$ cat src/rtl/core/pao_pkg.sv
// Shared types, constants and the quarter-wave sine table builder for the oscillator.
package pao_pkg;

   // Fixed formats
   localparam int PHASE_BITS  = 32;
   localparam int TABLE_BITS  = 10;
   localparam int SAMPLE_BITS = 16;
   localparam int SAMPLE_RATE = 48000;

   localparam int OFFSET_W = 24;
   localparam int FREQ_W   = 24;
   localparam int MAG_W    = FREQ_W + 1;
   localparam int TABLE_DEPTH = 1 << TABLE_BITS;

   // Frequency scaling: inc = round(mag * 2^(PHASE_BITS-8) / SAMPLE_RATE).
   // SAMPLE_RATE = 2^7 * 375, so the power of two folds into the shift and
   // only the odd factor is divided out, twice, by reciprocal multiply.
   localparam int RATE_POW2   = 7;
   localparam int RATE_ODD    = SAMPLE_RATE / (1 << RATE_POW2);
   localparam int FRAC_SHIFT  = PHASE_BITS - 8 - RATE_POW2;
   localparam int ROUND_BIAS  = (RATE_ODD - 1) / 2;
   localparam int Q_W         = 17;
   localparam int REM_W       = 9;
   localparam int V_W         = 26;
   localparam int RECIP_W     = 27;
   localparam int RECIP_SHIFT = 35;
   localparam longint unsigned RECIP =
      ((64'd1 << RECIP_SHIFT) + 64'(RATE_ODD) - 64'd1) / 64'(RATE_ODD);

   // Configuration register indexes
   localparam logic CSR_WAVE_SELECT   = 1'b0;
   localparam logic CSR_BASE_FREQUENCY = 1'b1;

   localparam logic [FREQ_W-1:0] BASE_FREQ_RESET = 24'd112640;

   // Waveform codes
   localparam logic [1:0] WAVE_SINE   = 2'd0;
   localparam logic [1:0] WAVE_SAW    = 2'd1;
   localparam logic [1:0] WAVE_SQUARE = 2'd2;

   // Load strobes of the increment pipeline
   typedef struct packed {
      logic s1;
      logic s2;
      logic s3;
      logic s4;
   } incr_ld_type;

   typedef logic [TABLE_DEPTH-1:0][SAMPLE_BITS-1:0] sine_rom_type;

   // Shift-subtract division, only used while building the table
   function automatic logic [63:0] udiv64(logic [63:0] num, logic [63:0] den);
      logic [63:0] quo;
      logic [64:0] rem;
      quo = '0;
      rem = '0;
      for (int i = 63; i >= 0; i--) begin
         rem = {rem[63:0], num[i]};
         if (rem >= {1'b0, den}) begin
            rem = rem - {1'b0, den};
            quo[i] = 1'b1;
         end
      end
      return quo;
   endfunction

   // Quarter-wave table from a Q30 integer Taylor series; run at elaboration.
   function automatic sine_rom_type build_sine_rom();
      sine_rom_type rom;
      logic [63:0] x;
      logic [63:0] term;
      logic [63:0] sum;
      logic [63:0] s;
      for (int k = 0; k < TABLE_DEPTH; k++) begin
         x = (64'd1686629713 * (64'd2 * 64'(k) + 64'd1) + (64'd1 << TABLE_BITS))
             >> (TABLE_BITS + 1);
         term = x;
         sum = x;
         for (int n = 1; n <= 10; n++) begin
            term = (term * x) >> 30;
            term = (term * x) >> 30;
            term = udiv64(term, 64'((2 * n) * (2 * n + 1)));
            if ((n & 1) != 0) begin
               sum = sum - term;
            end else begin
               sum = sum + term;
            end
         end
         if (sum > 64'd1073741824) begin
            sum = 64'd1073741824;
         end
         s = (sum * (64'd1 << (SAMPLE_BITS - 1)) + (64'd1 << 29)) >> 30;
         if (s > ((64'd1 << (SAMPLE_BITS - 1)) - 64'd1)) begin
            s = (64'd1 << (SAMPLE_BITS - 1)) - 64'd1;
         end
         rom[k] = s[SAMPLE_BITS-1:0];
      end
      return rom;
   endfunction

endpackage

$ cat src/rtl/core/pao_incr.sv
// Frequency to phase increment: add offset, take magnitude, divide by the sample rate.
module pao_incr
   import pao_pkg::*;
(
   input  logic                       clock,
   input  incr_ld_type                ld,
   input  logic [FREQ_W-1:0]          base_frequency,
   input  logic signed [OFFSET_W-1:0] freq_offset,
   output logic                       inc_neg,
   output logic [PHASE_BITS-1:0]      phase_inc
);

   localparam int PROD1_W = MAG_W + RECIP_W;
   localparam int PROD2_W = V_W + RECIP_W;
   localparam logic [RECIP_W-1:0] RECIP_C = RECIP_W'(RECIP);

   // Stage 1: total frequency, sign and magnitude
   logic signed [FREQ_W+1:0] freq_sum;
   logic [FREQ_W+1:0]        freq_abs;
   logic                     neg1_in, neg1_ff;
   logic [MAG_W-1:0]         mag1_in, mag1_ff;

   assign freq_sum = $signed({2'b00, base_frequency}) +
                     $signed({{2{freq_offset[OFFSET_W-1]}}, freq_offset});
   assign neg1_in  = freq_sum[FREQ_W+1];
   assign freq_abs = neg1_in ? (FREQ_W+2)'(-freq_sum) : freq_sum;
   assign mag1_in  = freq_abs[MAG_W-1:0];

   // Stage 2: mag * reciprocal of the odd rate factor
   logic                 neg2_ff;
   logic [MAG_W-1:0]     mag2_ff;
   logic [PROD1_W-1:0]   prod1_in, prod1_ff;

   assign prod1_in = PROD1_W'(mag1_ff) * PROD1_W'(RECIP_C);

   // Stage 3: coarse quotient and remainder
   logic [Q_W-1:0]       q3_in, q3_ff;
   logic [MAG_W:0]       q_times_d;
   logic [REM_W-1:0]     r3_in, r3_ff;
   logic                 neg3_ff;

   assign q3_in     = prod1_ff[RECIP_SHIFT +: Q_W];
   assign q_times_d = (MAG_W+1)'(q3_in * RATE_ODD);
   assign r3_in     = REM_W'(mag2_ff - q_times_d[MAG_W-1:0]);

   // Stage 4: rounded fraction of the remainder, shifted up
   logic [V_W-1:0]       v4;
   logic [PROD2_W-1:0]   prod2_in, prod2_ff;
   logic [Q_W-1:0]       q4_ff;
   logic                 neg4_ff;

   assign v4       = {r3_ff, FRAC_SHIFT'(0)} + V_W'(ROUND_BIAS);
   assign prod2_in = PROD2_W'(v4) * PROD2_W'(RECIP_C);

   always_ff @(posedge clock) begin
      if (ld.s1) begin
         neg1_ff <= neg1_in;
         mag1_ff <= mag1_in;
      end
      if (ld.s2) begin
         neg2_ff  <= neg1_ff;
         mag2_ff  <= mag1_ff;
         prod1_ff <= prod1_in;
      end
      if (ld.s3) begin
         neg3_ff <= neg2_ff;
         q3_ff   <= q3_in;
         r3_ff   <= r3_in;
      end
      if (ld.s4) begin
         neg4_ff  <= neg3_ff;
         q4_ff    <= q3_ff;
         prod2_ff <= prod2_in;
      end
   end

   // Quotient and fraction never overlap; upper bits wrap away
   assign inc_neg   = neg4_ff;
   assign phase_inc = {q4_ff[PHASE_BITS-FRAC_SHIFT-1:0], prod2_ff[RECIP_SHIFT +: FRAC_SHIFT]};

endmodule

$ cat config.mk
export PLATFORM = sky130hd
export DESIGN_NAME = pao_incr
export DESIGN_NICKNAME = d
export VERILOG_FILES = /design/src/rtl/core/pao_pkg.sv /design/src/rtl/core/pao_incr.sv
export SDC_FILE = /design/constraint.sdc
export NUM_CORES = 1
export LEC_CHECK = 0
export ABC_CLOCK_PERIOD_IN_PS = 9000
export BUFFER_PORTS_ARGS = -buffer_cell sky130_fd_sc_hd__buf_4
export CAP_MARGIN = 20
export CORE_UTILIZATION = 42
export DETAILED_ROUTE_END_ITERATION = 8
export HOLD_SLACK_MARGIN = 0.08
export SLEW_MARGIN = 20
export SYNTH_ARGS = -nofsm -noshare
export SYNTH_HDL_FRONTEND = slang
export SYNTH_SLANG_ARGS = --single-unit
$ cat constraint.sdc
create_clock -name clock -period 9 [get_ports clock]
set_input_delay 0.45 -clock clock [delete_from_list [all_inputs] [get_ports clock]]
set_output_delay 0.45 -clock clock [all_outputs]
set_load 0.01 [all_outputs]
==> run_results.csv <==
group,metric,value,unit
critical_path,worstPathMaxFanout,7,
yosys,yosysUniqueCellTypes,78,
yosys,syn_inst,2023,
grt,grt_pass1_wl,80200,µm
yosys,synth_fp_nets,2881,
clock_tree,cts_buffers,9,
grt,antenna_found_initial,0,
drt,via_per_inst,4.99,
yosys,synthTopCellsByArea,"fa_1 30%, ha_1 28%, edfxtp_1 15%",
grt,grtUsageTotal,19.8,%
grt,grt_max_degree,34,
sta,post-route-period-util,82.4,%
hold_path,holdPathEnd,"mag1_ff[0]",
sta,setup_viol,0,
grt,overflow,0,
finish,final_cell_mix,"556 x inv_1, 480 x ha_1, 325 x fa_1, 109 x edfxtp_1, 86 x buf_4",
finish,fin_nets,2973,
yosys,synth_top_cell_by_area,"fa_1",
floorplan,die_y,229,µm
floorplan,start_util,42.9,%
clock_tree,h-tree-depth,3,
outcome,status,"completed",
sta,worstMarginPinSlew,0.676,ns
floorplan,dieWidth,229,µm
finish,final_common_cell,"inv_1",
sta,timing.setup.tns,0,ns
finish,drive_gt1_share,6.70,%
clock_tree,cts.path.max_buffers,2,
sta,fin_crit,7.41,ns
place,place_hpwl,44300,µm
run,maxCapViolations,0,
drt,wl_per_cell,17.6,µm
grt,grt_pass1_vias,15300,
sta,finalHoldViolCount,0,
clock_tree,holdBufCountCts,0,
drt,wirelength,49200,µm
critical_path,rrSetupSlack,1.59,ns
floorplan,ios,86,
floorplan,dieArea,52400,µm²
hold_path,hold_depth,2,
yosys,synth_edf_count,109,
critical_path,start_kind,"flip-flop",
drt,dr.pass1.iters,4,
clock_tree,cts_tree,"done",
place,place_congestion,0.977,
hold_path,min_path_type,"input pin to flip-flop",
floorplan,num_rows,82,
floorplan,core,50500,µm²
drt,vias,13900,
hold_path,min_from,"freq_offset[0]",
finish,n_fill_cell,4780,
sta,skew,0.0190,ns
sta,rsz0062_at_grt,"false",
sta,max_freq,0.135,GHz
finish,area_delta_synth_final,8.05,%
yosys,avgSynthCellArea,10.7,µm²
yosys,yosysSeqAreaShare,15.1,%
clock_tree,cts_sinks,109,
critical_path,worstSetupPathType,"flip-flop to flip-flop",
place,port_buffers,85,
critical_path,worstReg2RegEnd,"prod1_ff[49]",
clock_tree,post-cts-setup-buffers,0,
drt,ant_nets,0,
clock_tree,cts-root-buf,"clkbuf_16",
critical_path,crit_arrival,7.56,ns
sta,slew_headroom,54.7,%
yosys,ys_ff_latch,109,
critical_path,critPathLaunch,"mag1_ff[22]",
clock_tree,clk_pin_slew,0.09,ns
finish,n_antenna_cell,0,
yosys,netlist_area,21600,µm²
drt,drtIter0Drc,446,
clock_tree,insertion_delay,0.40,ns
critical_path,critPathCaptureType,"flip-flop",
drt,post-route-drc-count,0,
yosys,synth_top_cell_area_share,30.1,%
yosys,synth_async_sr_flop_share,0,%
critical_path,cp_data_required_time,9.15,ns
sta,drv_slew,0,
yosys,yosys_warnings,0,
critical_path,r2r_cells,23,
yosys,synth-main-ff-cell,"edfxtp_1",
clock_tree,cts_resized,0,
critical_path,r2r-start,"mag1_ff[22]",
[logic make-up (layout without fill, tap and decap cells)]
group	Yosys count	in the layout	share of synthesized area, %
adders and majority gates	806	806	57.9
buffers and inverters	562	659	9.80
AOI/OAI and AO/OA	260	260	8.27
and+or+nand+nor	182	182	4.53
DFF	109	109	15.1
xor gates and xnor gates	103	103	4.36
muxes	1	1	0.0463
[layout make-up]
cell class	count	area [µm²]	share of cell area (%)
Multi-Input combinational cell	1352	16200	69.5
Sequential cell	109	3270	14.0
Inverter	557	2090	8.94
Tap cell	672	841	3.60
Timing Repair Buffer	86	646	2.76
Clock buffer	9	225	0.963
Clock inverter	7	61.3	0.262
[cell usage after synthesis (all sizes together), types with 3 or more instances]
library cell and count:
nor4 5, nand2b 4, fa 325, nor3 16, o41ai 3, a31oi 9
a221oi 3, edfxtp 109, nand4 13, ha 480, o31ai 9, nand3 13
or2 11, a41oi 3, a21o 62, xor2 29, and2 4, o21ai 36
o211ai 6, xnor2 74, buf 3, nor2 47, or3 3, a211oi 14
nand2 38, inv 557, o21a 11, a21boi 3, a21oi 71, and3 7
o21bai 10, nor2b 9, and4 3
[routing by layer]
layer	up-vias	part of all wire, %	track usage, %
met1	6875	43	23.7
met4	0	3.4	6.71
met3	74	3.0	2.95
met2	257	51	36.0
met5	-	0	0
li1	6740	-	-
[registers in the layout, summed over array words and instances, names as in the netlist]
signal and flops:
mag1_ff 25, prod2_ff 17, prod1_ff 15, q3_ff 15, q4_ff 15, mag2_ff 9
r3_ff 9, inc_neg 1, neg1_ff 1, neg2_ff 1, neg3_ff 1
[worst max-delay path: stages (launching register included)]
cell,delay (ns)
edfxtp_1,0.54
fa_1,0.66
inv_1,0.13
fa_1,0.51
inv_1,0.05
fa_1,0.47
inv_1,0.06
fa_1,0.48
inv_1,0.05
fa_1,0.39
fa_1,0.53
inv_1,0.05
fa_1,0.51
inv_1,0.06
ha_1,0.39
nand3_1,0.11
a211oi_1,0.35
nand2_1,0.10
o31ai_1,0.45
o21a_1,0.26
o21ai_0,0.16
a311oi_1,0.53
and4_1,0.26
nor3_1,0.05
[how the worst max path moves through the flow]
stage	cells after the start	to	slack, ns
floorplan	22	prod1_ff[49]	2.42
global placement	22	prod1_ff[49]	1.67
detailed placement	23	prod1_ff[49]	1.53
CTS	23	prod1_ff[49]	1.51
global route	23	prod1_ff[49]	1.20
finish	23	prod1_ff[49]	1.59
[stage by stage]
step	setup slack [ns]	hold slack [ns]	instances	util, %	area [µm²]
floorplan	2.42	0.400	2023	-	21600
global placement	1.67	0.406	2776	45.8	23100
detailed placement	1.53	0.405	2776	45.8	23100
CTS	1.51	0.366	2792	46.3	23400
global route	1.20	0.388	2792	46.3	23400
finish	1.59	0.386	2792	46.3	23400
Power is not shown: default switching activity piles up to over one toggle a cycle in this logic, so the estimate is an artifact.
